==> config.mk <==
export PLATFORM = sky130hd
export DESIGN_NAME = credit_sorted_ready_queue
export DESIGN_NICKNAME = d
export VERILOG_FILES = /design/src/rtl/cqr_pkg.sv /design/src/rtl/cqr_cell.sv /design/src/rtl/credit_sorted_ready_queue.sv
export SDC_FILE = /design/constraint.sdc
export NUM_CORES = 1
export LEC_CHECK = 0
export ABC_AREA = 1
export BUFFER_PORTS_ARGS = -buffer_cell sky130_fd_sc_hd__buf_2
export CAP_MARGIN = 5
export CORE_AREA = 2 2 180 182
export DETAILED_ROUTE_END_ITERATION = 10
export DIE_AREA = 0 0 182 184
export HOLD_SLACK_MARGIN = 0.1
export PLACE_DENSITY = 0.84
export REMOVE_ABC_BUFFERS = 1
export SLEW_MARGIN = 20
export SYNTH_ARGS = -nofsm -noshare
export SYNTH_HDL_FRONTEND = slang
export SYNTH_SLANG_ARGS = --single-unit
==> constraint.sdc <==
create_clock -name i_clk -period 4.6 [get_ports i_clk]
set_input_delay 0.46 -clock i_clk [delete_from_list [all_inputs] [get_ports i_clk]]
set_output_delay 0.46 -clock i_clk [all_outputs]
set_load 0.005 [all_outputs]
==> src/rtl/cqr_pkg.sv <==
`default_nettype none

package cqr_pkg;

    // Widths fixed by the item format
    localparam int THREAD_BITS = 8;
    localparam int CREDIT_OUT_BITS = 8;
    localparam int COUNT_OUT_BITS = 5;
    localparam int INDEX_BITS = 4;
    localparam int ACTION_BITS = 3;

    // Action codes carried by an input beat
    typedef enum logic [ACTION_BITS-1:0] {
        ACT_SORTED    = 3'd0,
        ACT_APPEND    = 3'd1,
        ACT_PREPEND   = 3'd2,
        ACT_POP_FRONT = 3'd3,
        ACT_POP_BACK  = 3'd4,
        ACT_READ      = 3'd5
    } t_action;

    // Per-cell move command, highest priority first
    typedef struct packed {
        logic load_new;     // take the entry being added
        logic take_left;    // take the entry of the cell nearer the head
        logic take_right;   // take the entry of the cell nearer the tail
    } t_cell_ctl;

endpackage

`default_nettype wire

==> src/rtl/cqr_cell.sv <==
`default_nettype none

module cqr_cell
    import cqr_pkg::*;
#(
    parameter int KEY_BITS = 8
) (
    input  wire logic                   i_clk,
    input  wire t_cell_ctl              i_ctl,
    input  wire logic [THREAD_BITS-1:0] i_new_thread,
    input  wire logic [KEY_BITS-1:0]    i_new_credit,
    input  wire logic [THREAD_BITS-1:0] i_left_thread,
    input  wire logic [KEY_BITS-1:0]    i_left_credit,
    input  wire logic [THREAD_BITS-1:0] i_right_thread,
    input  wire logic [KEY_BITS-1:0]    i_right_credit,
    output logic      [THREAD_BITS-1:0] o_thread,
    output logic      [KEY_BITS-1:0]    o_credit
);

    logic [THREAD_BITS-1:0] r_thread;
    logic [KEY_BITS-1:0]    r_credit;

    // Load, shift toward the tail, shift toward the head, or hold
    always_ff @(posedge i_clk) begin
        priority if (i_ctl.load_new) begin
            r_thread <= i_new_thread;
            r_credit <= i_new_credit;
        end else if (i_ctl.take_left) begin
            r_thread <= i_left_thread;
            r_credit <= i_left_credit;
        end else if (i_ctl.take_right) begin
            r_thread <= i_right_thread;
            r_credit <= i_right_credit;
        end else begin
            r_thread <= r_thread;
            r_credit <= r_credit;
        end
    end

    assign o_thread = r_thread;
    assign o_credit = r_credit;

endmodule

`default_nettype wire

==> src/rtl/credit_sorted_ready_queue.sv <==
`default_nettype none

// Ready queue of up to DEPTH (thread id, credit) entries kept in a row of
// cells, head in cell 0. Every command shifts, loads or reads all cells in
// parallel, so one command is taken each clock: busy stays low and a start
// beat is always accepted. Its result appears on the o_ ports, marked by
// o_done, in the cycle after the start beat and only in that cycle;
// the receiver cannot stall and must take it then. The critical path is the
// per-cell credit compare feeding the first-match search along the row for
// a sorted add. Contents are undefined after reset; only the count and o_done clear.

module credit_sorted_ready_queue
    import cqr_pkg::*;
#(
    parameter int DEPTH    = 16,
    parameter int KEY_BITS = 8
) (
    input  wire logic                       i_clk,
    input  wire logic                       i_rst_n,
    input  wire logic                       start,
    output logic                            busy,
    input  wire logic [ACTION_BITS-1:0]     i_action,
    input  wire logic [THREAD_BITS-1:0]     i_thread_id,
    input  wire logic [CREDIT_OUT_BITS-1:0] i_credit,
    input  wire logic [INDEX_BITS-1:0]      i_index,
    output logic                            o_done,
    output logic                            o_ok,
    output logic [THREAD_BITS-1:0]          o_thread_out,
    output logic [CREDIT_OUT_BITS-1:0]      o_credit_out,
    output logic [COUNT_OUT_BITS-1:0]       o_count
);

    localparam int CNT_BITS = $clog2(DEPTH + 1);

    logic [CNT_BITS-1:0]    r_count, n_count;
    logic                   r_done;
    logic                   r_ok, n_ok;
    logic [THREAD_BITS-1:0] r_thread, n_thread;
    logic [KEY_BITS-1:0]    r_credit, n_credit;

    logic [THREAD_BITS-1:0] w_thread [DEPTH];
    logic [KEY_BITS-1:0]    w_credit [DEPTH];
    t_cell_ctl              w_ctl    [DEPTH];

    logic [KEY_BITS-1:0]    w_key;
    t_action                w_act;
    logic                   w_full;
    logic                   w_empty;
    logic                   w_tail_le;
    logic [DEPTH-1:0]       w_ge;
    logic [DEPTH-1:0]       w_pre;
    logic [DEPTH-1:0]       w_after;
    logic [DEPTH-1:0]       w_sel;

    assign w_key   = KEY_BITS'(i_credit);
    assign w_act   = t_action'(i_action);
    assign w_full  = (32'(r_count) == DEPTH);
    assign w_empty = (r_count == '0);
    assign busy    = 1'b0;

    // Compare the new key against every occupied cell
    always_comb begin
        w_tail_le = 1'b0;
        for (int i = 0; i < DEPTH; i++) begin
            w_ge[i] = (i < 32'(r_count)) && (w_credit[i] >= w_key);
            if ((i + 1) == 32'(r_count) && (w_credit[i] <= w_key)) begin
                w_tail_le = 1'b1;
            end
        end
    end

    // Mark cells at or past the first occupied cell with credit >= key
    always_comb begin
        w_pre[0] = w_ge[0];
        for (int i = 1; i < DEPTH; i++) begin
            w_pre[i] = w_pre[i-1] | w_ge[i];
        end
    end

    // Decide the insert point and build each cell's move command
    always_comb begin
        for (int i = 0; i < DEPTH; i++) begin
            w_after[i] = 1'b0;
            w_sel[i]   = 1'b0;
        end
        n_count = r_count;
        n_ok    = 1'b0;
        if (start && !busy) begin
            unique case (w_act)
                ACT_SORTED, ACT_APPEND, ACT_PREPEND: begin
                    if (!w_full) begin
                        n_ok    = 1'b1;
                        n_count = r_count + CNT_BITS'(1);
                        for (int i = 0; i < DEPTH; i++) begin
                            if (w_act == ACT_PREPEND) begin
                                w_after[i] = 1'b1;
                            end else if (w_act == ACT_APPEND || w_empty || w_tail_le) begin
                                w_after[i] = (i >= 32'(r_count));
                            end else begin
                                w_after[i] = w_pre[i];
                            end
                        end
                    end
                end
                ACT_POP_FRONT, ACT_POP_BACK: begin
                    if (!w_empty) begin
                        n_ok    = 1'b1;
                        n_count = r_count - CNT_BITS'(1);
                        for (int i = 0; i < DEPTH; i++) begin
                            if (w_act == ACT_POP_FRONT) begin
                                w_sel[i] = (i == 0);
                            end else begin
                                w_sel[i] = ((i + 1) == 32'(r_count));
                            end
                        end
                    end
                end
                ACT_READ: begin
                    if (32'(i_index) < 32'(r_count) && 32'(i_index) < DEPTH) begin
                        n_ok = 1'b1;
                        for (int i = 0; i < DEPTH; i++) begin
                            w_sel[i] = (i == 32'(i_index));
                        end
                    end
                end
                default: begin
                end
            endcase
        end
        for (int i = 0; i < DEPTH; i++) begin
            w_ctl[i].load_new   = w_after[i] && ((i == 0) ? 1'b1 : !w_after[(i == 0) ? 0 : i-1]);
            w_ctl[i].take_left  = w_after[i] && ((i == 0) ? 1'b0 : w_after[(i == 0) ? 0 : i-1]);
            w_ctl[i].take_right = n_ok && (w_act == ACT_POP_FRONT) && (i < DEPTH - 1);
        end
    end

    // Pick the entry leaving or being read
    always_comb begin
        n_thread = '0;
        n_credit = '0;
        for (int i = 0; i < DEPTH; i++) begin
            n_thread = n_thread | (w_thread[i] & {THREAD_BITS{w_sel[i]}});
            n_credit = n_credit | (w_credit[i] & {KEY_BITS{w_sel[i]}});
        end
    end

    // Row of storage cells
    for (genvar g = 0; g < DEPTH; g++) begin : g_cell
        localparam int LEFT  = (g == 0) ? 0 : g - 1;
        localparam int RIGHT = (g == DEPTH - 1) ? g : g + 1;

        cqr_cell #(
            .KEY_BITS(KEY_BITS)
        ) u_cell (
            .i_clk         (i_clk),
            .i_ctl         (w_ctl[g]),
            .i_new_thread  (i_thread_id),
            .i_new_credit  (w_key),
            .i_left_thread (w_thread[LEFT]),
            .i_left_credit (w_credit[LEFT]),
            .i_right_thread(w_thread[RIGHT]),
            .i_right_credit(w_credit[RIGHT]),
            .o_thread      (w_thread[g]),
            .o_credit      (w_credit[g])
        );
    end

    // Hold count and result beat
    always_ff @(posedge i_clk) begin
        if (!i_rst_n) begin
            r_count <= '0;
            r_done  <= 1'b0;
        end else begin
            r_count <= n_count;
            r_done  <= start && !busy;
        end
        r_ok     <= n_ok;
        r_thread <= n_thread;
        r_credit <= n_credit;
    end

    assign o_done       = r_done;
    assign o_ok         = r_ok;
    assign o_thread_out = r_thread;
    assign o_credit_out = CREDIT_OUT_BITS'(r_credit);
    assign o_count      = COUNT_OUT_BITS'(r_count);

endmodule

`default_nettype wire

== Word level (Yosys, flattened, before mapping) ==
Index checks and enable logic that the tools add are counted.

* Register bits after elaboration: 279
* Bits in latches: 0
* Memory bits (writable): 0
* Memory bits (read-only): 0
* Input bits: 26
* Output and inout bits: 24
* Word-level logic and storage cells: 494
* Memories kept: 0

* $add $sub $neg: 2
* $mul: 0
* Div/mod/pow operators: 0
* Order comparisons: 65
* Eq/ne operators: 39
* Shift-type cells: 0
* Mux-type cells: 171
* Bitwise gates (word level): 77
* Reductions and logical operators: 103

{| class="wikitable"
|+ Operators with widths
! kind !! count
|-
| $mux W8 || 92
|-
| $and A8 B8 Y8 || 32
|-
| $or A8 B8 Y8 || 30
|-
| $ge A8 B8 Y1 || 16
|-
| $le A8 B8 Y1 || 16
|-
| $mux W16 || 6
|-
| $mux W1 || 68
|-
| $logic_and A1 B1 Y1 || 63
|-
| $reduce_bool A3 Y1 || 14
|-
| $eq A4 B5 Y1 const A || 8
|-
| $ge A4 B5 Y1 const A || 8
|-
| $lt A4 B5 Y1 const A || 8
|-
| $eq A4 B4 Y1 const A || 8
|-
| $pmux W16 S2 || 1
|-
| $eq A3 B5 Y1 const A || 4
|-
| $ge A3 B5 Y1 const A || 4
|-
| $lt A3 B5 Y1 const A || 4
|-
| $eq A3 B4 Y1 const A || 4
|-
| $logic_not A1 Y1 || 15
|-
| $or A1 B1 Y1 || 15
|-
| $eq A2 B5 Y1 const A || 2
|-
| $ge A1 B5 Y1 const A || 2
|-
| $ge A2 B5 Y1 const A || 2
|-
| $lt A1 B5 Y1 const A || 2
|-
| 24 further kinds || 33
|}

== Longest topological paths before layout ==
Gate-level depths: netlist of run 1.

* Depth after elaboration: 27
* Mapped depth: 25
* Depth with buffers taken out: 23

== Cells and area by module ==
Synthesis of run 1 repeated with hierarchy kept, for this count alone.

* Cell total of the unflattened synthesis: 3403
* Area, all modules: 23282.3 um2

{| class="wikitable"
|+ By module, submodules not included
! module !! instances !! cells each !! area each (um2) !! seq. area each (um2)
|-
| cqr_cell || 16 || 138 || 994.7 || 480.5
|-
| credit_sorted_ready_queue || 1 || 1195 || 7367.1 || 460.4
|}

== Worst setup path after synthesis of run 1 ==
OpenSTA, ideal clock, no wires.

* Path type: input to register
* Start: input port i_credit[1]
* End: register g_cell[14].u_cell.r_credit[0], enable pin
* Setup time: 0.411 ns
* Arrival time: 3.902 ns
* Required time: 4.189 ns
* Path slack: 0.287 ns
* Stages: 21
* Buffers on the path: 2
* Path through: buf_2 > inv_1 > ha_1 > inv_1 > nor2_1 > nor2_1 > o21ai_0 > nand2_1 > nand2_1 > nand2_1 > nand2_1 > nand2_1 > nor2_1 > nand2_2 > inv_2 > nand3_4 > buf_6 > or2_2 > nand4_1 > nor2_4 > o21ai_0

* Cells in the longest elaborated chain, start to end: 27
* Elaborated cells on any way between the ends: 104
* Those cells by class: order compare (31); mux (23); bitwise (14); reduce/logical (36)

{| class="wikitable"
|+ Ends and longest elaborated chain
! what !! RTL line !! RTL
|-
| start, declared || credit_sorted_ready_queue.sv:24 || <nowiki>input wire logic [CREDIT_OUT_BITS-1:0] i_credit,</nowiki>
|-
| $le A8 B8 Y1 || credit_sorted_ready_queue.sv:66 || <nowiki>if ((i + 1) == 32'(r_count) && (w_credit[i] <= w_key)) begin</nowiki>
|-
| $logic_and A1 B1 Y1 || credit_sorted_ready_queue.sv:66 ||
|-
| $mux W1 (16 in series) || credit_sorted_ready_queue.sv:66 ||
|-
| $logic_or A1 B1 Y1 || credit_sorted_ready_queue.sv:97 || <nowiki>end else if (w_act == ACT_APPEND || w_empty || w_tail_le) begin</nowiki>
|-
| $mux W1 || credit_sorted_ready_queue.sv:97 ||
|-
| $mux W1 || credit_sorted_ready_queue.sv:95 || <nowiki>if (w_act == ACT_PREPEND) begin</nowiki>
|-
| $mux W16 * || credit_sorted_ready_queue.sv:91 || <nowiki>if (!w_full) begin</nowiki>
|-
| $mux W16 * || credit_sorted_ready_queue.sv:89 || <nowiki>unique case (w_act)</nowiki>
|-
| $mux W16 * || credit_sorted_ready_queue.sv:88 || <nowiki>if (start && !busy) begin</nowiki>
|-
| $logic_not A1 Y1 || credit_sorted_ready_queue.sv:131 || <nowiki>w_ctl[i].load_new = w_after[i] && ((i == 0) ? 1'b1 : !w_after[(i == 0) ? 0 : i-1]);</nowiki>
|-
| $logic_and A1 B1 Y1 || credit_sorted_ready_queue.sv:131 ||
|-
| $reduce_bool A3 Y1 (no line) * || - ||
|-
| end signal, assigned || cqr_cell.sv:30 || <nowiki>r_credit <= i_left_credit;</nowiki>
|-
| end signal, assigned || cqr_cell.sv:33 || <nowiki>r_credit <= i_right_credit;</nowiki>
|-
| end signal, assigned || cqr_cell.sv:36 || <nowiki>r_credit <= r_credit;</nowiki>
|-
| end, declared || cqr_cell.sv:21 || <nowiki>logic [KEY_BITS-1:0] r_credit;</nowiki>
|}

Mark *: on every way between the ends. The rest lies on a longest branch, timed or not.
A chain may end at the register's enable or synchronous reset.

== Final worst setup path of run 1 ==
* Start: register r_count[1] (netlist: o_count[1])
* End: register r_thread[2] (netlist: o_thread_out[2])

* Cells in the longest elaborated chain, start to end: 21
* Elaborated cells on any way between the ends: 69
* Those cells by class: order compare (1); eq/ne (16); mux (20); bitwise (31); reduce/logical (1)

{| class="wikitable"
|+ Ends and longest elaborated chain
! what !! RTL line !! RTL
|-
| start, declared || credit_sorted_ready_queue.sv:35 || <nowiki>logic [CNT_BITS-1:0] r_count, n_count;</nowiki>
|-
| start signal, assigned || credit_sorted_ready_queue.sv:174 || <nowiki>r_count <= n_count;</nowiki>
|-
| parallel branches: the longest is 3 deep, another holds $lt A4 B5 Y1 || - ||
|-
| $pmux W16 S2 * || credit_sorted_ready_queue.sv:89 ||
|-
| $mux W16 * || credit_sorted_ready_queue.sv:88 ||
|-
| $and A8 B8 Y8 || credit_sorted_ready_queue.sv:142 || <nowiki>n_thread = n_thread | (w_thread[i] & {THREAD_BITS{w_sel[i]}});</nowiki>
|-
| $or A8 B8 Y8 (14 in series) || credit_sorted_ready_queue.sv:142 ||
|-
| $or A8 B8 Y8 * || credit_sorted_ready_queue.sv:142 ||
|-
| net n_thread[2] || credit_sorted_ready_queue.sv:38 || <nowiki>logic [THREAD_BITS-1:0] r_thread, n_thread;</nowiki>
|-
| end signal, assigned || credit_sorted_ready_queue.sv:178 || <nowiki>r_thread <= n_thread;</nowiki>
|-
| end, declared || credit_sorted_ready_queue.sv:38 ||
|}

Mark *: on every way through the listed nets, which the timed path passes.

==> metrics.csv, run 1 <==
metric,value,unit
status,"finished, final reports clean",
Main synth FF type,edfxtp_1,
Gate Count Post-Synth,2487,
syn avg cell area,8.00,sq um
Post-layout nets,2695,
core footprint,31400,sq um
HPWL Detailed,50700,microns
P_leak,9.57,nW
clock buffer depth,3,
Yosys warning count,0,
critical path arrival,4510,ps
post-synthesis cell type count,64,
Post-CTS Resized,0,
FMAX,245,MHz
synthesized area,19900,sq um
placed inst area,20700,sq um
final hold vios,0,
fraction of registers with async set/reset,0,
Clock Latency Late Sink,620,ps
final worst-path cycle share,0.886,
leading area contributor after synthesis,edfxtp_1,
via count,19703,
I/O pins,50,
Post-CTS Setup Inserts,0,
Initial Util,0.633,
clock root cell,clkbuf_16,
first-pass GRT wire length,106000,microns
skew final,22.8,ps
final slew viol count,0,
Setup WS pre-CTS,532,ps
placer congestion estimate,1.03,
"Clk pin slew, worst setup/hold paths",60,ps
Synth top cells by count,"nand2_1 (810), nand3_1 (267), edfxtp_1 (256)",
antenna-violating nets left,0,
Area Overhead vs Synth,8.60,%
sequential area share after synthesis,0.410,
critical path class,register to register,
startpoint types,register,
CP Capture Type,register,
Global Route Usage Sum,0.410,
Via-to-Cell Ratio,6.66,
H-tree level count,1,
#FFs+latches synth,279,
worst setup margin,524,ps
VDD IR max,0.433,mV
Die Wd,182,microns
"EDFF count, synth",256,
number of max-cap violations,0,
antenna cell count,0,
initial antenna violation count,0,
fraction of layout cells with a size suffix above 1,0.108,
total wire length,69000,microns
DRT iter0 DRCs,2860,
die area,33500,sq um
pin count of the biggest net entering global routing,59,
vias in the first global route,18955,
DR WL/cell,23.3,microns
Final Core Density,0.688,
Sink Count,279,
First-pass DRT Iterations,6,
Num CTS Buffers,31,
# DRC,0,
pwr/cell area,346,nW/um^2
total global routing overflow,0,
worst hold margin,112,ps
Port Buffers,48,
Synth area leaders,"edfxtp_1 (39%), nand2_1 (15%), ha_1 (8.6%), nand3_1 (6.7%), inv_1 (3.9%)",
unrepaired setup endpoints after global routing,no,
CTS Hold Bufs,0,
Power Total,7.48,mW
Final setup viols,0,
row cnt,65,
Worst Path Required,5040,ps
Slew @ Worst Pin,1030,ps
Final Cell Area,21600,sq um
die height,184,microns
min cycle time layout,4080,ps
TritonCTS clock tree,built,
most common cell in the netlist,nand2_1,
Worst Hold Class,input port to register,
post-synth top area share,0.387,
crit-path max FO,14,
relative slew slack,0.313,
[final cells by class]
| cell class | instances | area (sq um) |
|---|---|---|
| fill | 2546 | 9800 |
| sequential | 279 | 8150 |
| tap | 402 | 503 |
| clock inverter | 16 | 119 |
| multi-input combinational | 1847 | 10200 |
| clock buffer | 42 | 817 |
| timing repair buffer | 137 | 933 |
| inverter | 237 | 902 |
[critical path, cell delays in order, from the launching register on]
cell and delay, ps:
dfxtp_1 420, inv_1 250, ha_1 200, inv_1 70, nor2_1 80, inv_1 90
nor2_1 90, inv_1 130, nand2_1 170, inv_1 90, nand2_1 240, inv_2 150
nand2_1 70, o21ai_0 80, nand2_1 250, inv_1 350, nand2_1 160, nand3_1 130
a2111oi_0 660, nand2_1 210
[path summary, 6_finish.rpt]
kind,depth (start not counted),end,slack (ps),start
worst max-delay path,19,o_thread_out[2],520,o_count[1]
worst min register to register,2,o_thread_out[1],560,g_cell[2].u_cell.o_thread[1]
worst max register to register,19,o_thread_out[2],520,o_count[1]
worst min-delay path,3,o_done,110,i_rst_n
[flip-flops by register name, indices dropped and copies added (netlist names)]
signal	cells
o_credit_out	8
o_done	1
o_thread_out	8
o_count	5
g_cell.u_cell.o_thread	128
o_ok	1
g_cell.u_cell.o_credit	128
[cells in the final DEF, fill, tap and decap left out, types with 7 or more instances in the layout]
| master | count |
|---|---|
| edfxtp_1 | 256 |
| nand4_1 | 90 |
| a221oi_1 | 10 |
| a22o_1 | 13 |
| o21ai_0 | 66 |
| a21oi_1 | 76 |
| nand3_1 | 267 |
| nand2_2 | 13 |
| or2_2 | 8 |
| nor2_1 | 99 |
| a22oi_1 | 8 |
| inv_2 | 24 |
| o211ai_1 | 73 |
| clkbuf_16 | 31 |
| clkinv_1 | 8 |
| dfxtp_1 | 23 |
| buf_2 | 48 |
| o221ai_1 | 15 |
| o21ai_1 | 15 |
| o22ai_1 | 31 |
| ha_1 | 136 |
| nor2_2 | 7 |
| clkbuf_1 | 11 |
| nand2_1 | 810 |
| inv_1 | 208 |
| buf_4 | 87 |
| nor2_4 | 10 |
| a211oi_1 | 24 |
[routing by layer]
layer  track usage  share of wire  routed length, microns
met1         0.555           0.38                   26100
met2         0.633           0.44                   30100
met3        0.0915           0.14                    9380
met4         0.186          0.050                    3450
met5             0              0                       0
[metrics by stage]
stage,instances,setup TNS (ps)
finish,2960,0
global route,2960,0
CTS,2960,0
detailed placement,2902,0
global placement,2902,0
floorplan,2363,-1088260
[kinds of logic (layout without fill, tap and decap cells)]
group | count (synthesis) | count (layout) | synth area share
AO/OA/AOI/OAI | 363 | 363 | 0.120
buffers and inverters | 361 | 432 | 0.0795
adder cells (fa/ha/maj) | 136 | 136 | 0.0856
other | 1 | 1 | 0.000189
flip-flops | 279 | 279 | 0.410
AND/OR/NAND/NOR | 1346 | 1346 | 0.304
multiplexers | 1 | 1 | 0.000566
[report_power, final]
| part | internal (mW) | switching, mW |
|---|---|---|
| clock network | 1.30 | 1.09 |
| registers | 3.09 | 0.208 |
| logic | 0.558 | 1.23 |
| total | 4.95 | 2.53 |
(Power assumes the default switching activity.)
==> run 2, diff against run 1 <==
PLACE_DENSITY = 0.82   (was 0.84)
==> run 2 against run 1 <==
Against the previous run:
- largest cell class unchanged
- final area is essentially flat
- register-to-register slack gained 30 ps
- non-clock buffer count fell by 13
- critical endpoint is now o_credit_out[6]
- clock power up 4%
- hold slack improved by 18 ps
- critical path type unchanged
- via count decreased by 0.55%
- combinational power is essentially flat
- cell count shrank 0.47%
- flip-flop and latch count unchanged
- total power grew 0.98%
- maximum frequency grew 0.62%
==> metrics.csv, run 2 (synthesis results as in run 1) <==
metric,value,unit,change
status,"finished, final reports clean",,unchanged
DRT iter0 DRCs,2809,,"was 2,860"
final slew viol count,0,,unchanged
TritonCTS clock tree,built,,unchanged
Layout Cells excl Fill,2946,,"was 2,960"
"most common cell after layout, fill and taps aside",nand2_1,,unchanged
total global routing overflow,0,,unchanged
fraction of layout cells with a size suffix above 1,0.107,,was 0.108
placer congestion estimate,0.994,,was 1.03
Slew @ Worst Pin,997,ps,was 1030 ps
pin count of the biggest net entering global routing,59,,unchanged
number of max-cap violations,0,,unchanged
die height,184,microns,unchanged
total wire length,68700,microns,"was 69,000 microns"
Final Core Density,0.688,,about the same
CP Capture Type,register,,unchanged
initial antenna violation count,2,,was 0
DR WL/cell,23.3,microns,about the same
FMAX,247,MHz,was 245 MHz
"Clk pin slew, worst setup/hold paths",60,ps,about the same
Hold Startpoint,i_rst_n,,unchanged
worst setup margin,550,ps,was 524 ps
worst r2r dst,o_credit_out[6],,was o_thread_out[2]
hold path depth,3,,unchanged
Via-to-Cell Ratio,6.65,,was 6.66
core footprint,31400,sq um,unchanged
Post-CTS Resized,0,,unchanged
skew final,23.1,ps,was 22.8 ps
HPWL Detailed,50300,microns,"was 50,700 microns"
first-pass GRT wire length,106000,microns,about the same
Sink Count,279,,unchanged
Num CTS Buffers,31,,unchanged
row cnt,65,,unchanged
antenna cell count,0,,unchanged
I/O pins,50,,unchanged
vias in the first global route,18842,,"was 18,955"
reg2reg start,o_count[1],,unchanged
final hold vios,0,,unchanged
"commonest non-fill, non-tap cells in the layout","nand2_1 (810), nand3_1 (267), edfxtp_1 (256)",,unchanged
critical path arrival,4460,ps,was 4510 ps
Worst Path Required,5010,ps,was 5040 ps
placed cell count,2889,,"was 2,902"
Hold EP,o_done,,unchanged
Final setup viols,0,,unchanged
r2r worst-path depth,18,,was 19
unrepaired setup endpoints after global routing,no,,unchanged
Global Route Usage Sum,0.411,,was 0.410
Post-layout nets,2682,,"was 2,695"
Fillers,2536,,"was 2,546"
Area Overhead vs Synth,8.58,%,was 8.60%
setup TNS,0,ps,unchanged
pwr/cell area,350,nW/um^2,was 346 nW/um^2
clock root cell,clkbuf_16,,unchanged
relative slew slack,0.334,,was 0.313
reg2reg setup slack,550,ps,was 520 ps
Post-CTS Setup Inserts,0,,unchanged
startpoint types,register,,unchanged
Setup WS pre-CTS,506,ps,was 532 ps
CTS Hold Bufs,0,,unchanged
clock buffer depth,3,,unchanged
min cycle time layout,4050,ps,was 4080 ps
die area,33500,sq um,unchanged
# DRC,0,,unchanged
Clock Latency Late Sink,600,ps,was 620 ps
Port Buffers,48,,unchanged
VDD IR max,0.292,mV,was 0.433 mV
final worst-path cycle share,0.881,,was 0.886
Die Wd,182,microns,unchanged
antenna-violating nets left,0,,unchanged
P_leak,9.55,nW,was 9.57 nW
via count,19595,,"was 19,703"
crit-path max FO,14,,unchanged
H-tree level count,1,,unchanged
Worst Hold Class,input port to register,,unchanged
critical path class,register to register,,unchanged
Initial Util,0.633,,unchanged
First-pass DRT Iterations,6,,unchanged
-- run 2: worst max-delay path by stage --
stage           startpoint                       endpoint  slack, ps  cells after the start
2_1_floorplan   o_count[0]   g_cell[9].u_cell.o_credit[0]      -3350                     11
3_3_place_gp   i_credit[0]  g_cell[13].u_cell.o_credit[0]        590                     14
3_5_place_dp   i_credit[2]  g_cell[14].u_cell.o_thread[1]        510                     18
4_1_cts         o_count[0]                o_credit_out[2]        670                     18
5_1_grt         o_count[1]                o_credit_out[3]        350                     20
6_report        o_count[1]                o_credit_out[6]        550                     18
-- run 2: worst max-delay path, cell delays in order (launching register included) --
cell and delay (ps):
dfxtp_1 430, inv_1 260, ha_1 200, inv_1 70, nor2_1 80, inv_1 80, nor2_1 80, inv_1 130
nand2_1 170, inv_1 90, nand2_1 210, inv_2 130, nand2_1 80, o21ai_0 70, nand2_1 260, inv_1 360
a22o_1 310, a221oi_1 590, nand3_1 250
-- run 2: where the power goes --
group          switching [mW]  internal, mW  total [mW]  leakage (nW)
clock                    1.09          1.40        2.48         0.484
sequential              0.209          3.09        3.30          2.56
combinational            1.22         0.545        1.77          6.51
-- run 2: area by class of cell --
cell class | count | area, sq um | share of cell area
clock buffer | 39 | 836 | 0.0387
timing repair buffer | 124 | 873 | 0.0405
inverter | 237 | 902 | 0.0418
tap | 402 | 503 | 0.0233
sequential | 279 | 8150 | 0.377
multi-input combinational | 1847 | 10200 | 0.471
clock inverter | 18 | 156 | 0.00724
-- run 2: through the flow --
step	power [mW]	instance area, sq um	hold slack, ps
6_report	7.55	21600	130
5_1_grt	7.83	21600	171
4_1_cts	7.49	21600	122
3_5_place_dp	5.04	20600	555
3_3_place_gp	4.98	20600	529
2_1_floorplan	4.39	19200	451
-- run 2: metal layers --
layer  vias up  routed length, microns  global-route usage
met5         -                       0                   0
met2      1509                   29800               0.634
met4         0                    3710               0.190
li1       8718                       -                   -
met1      9090                   25400               0.543
met3       278                    9770               0.109
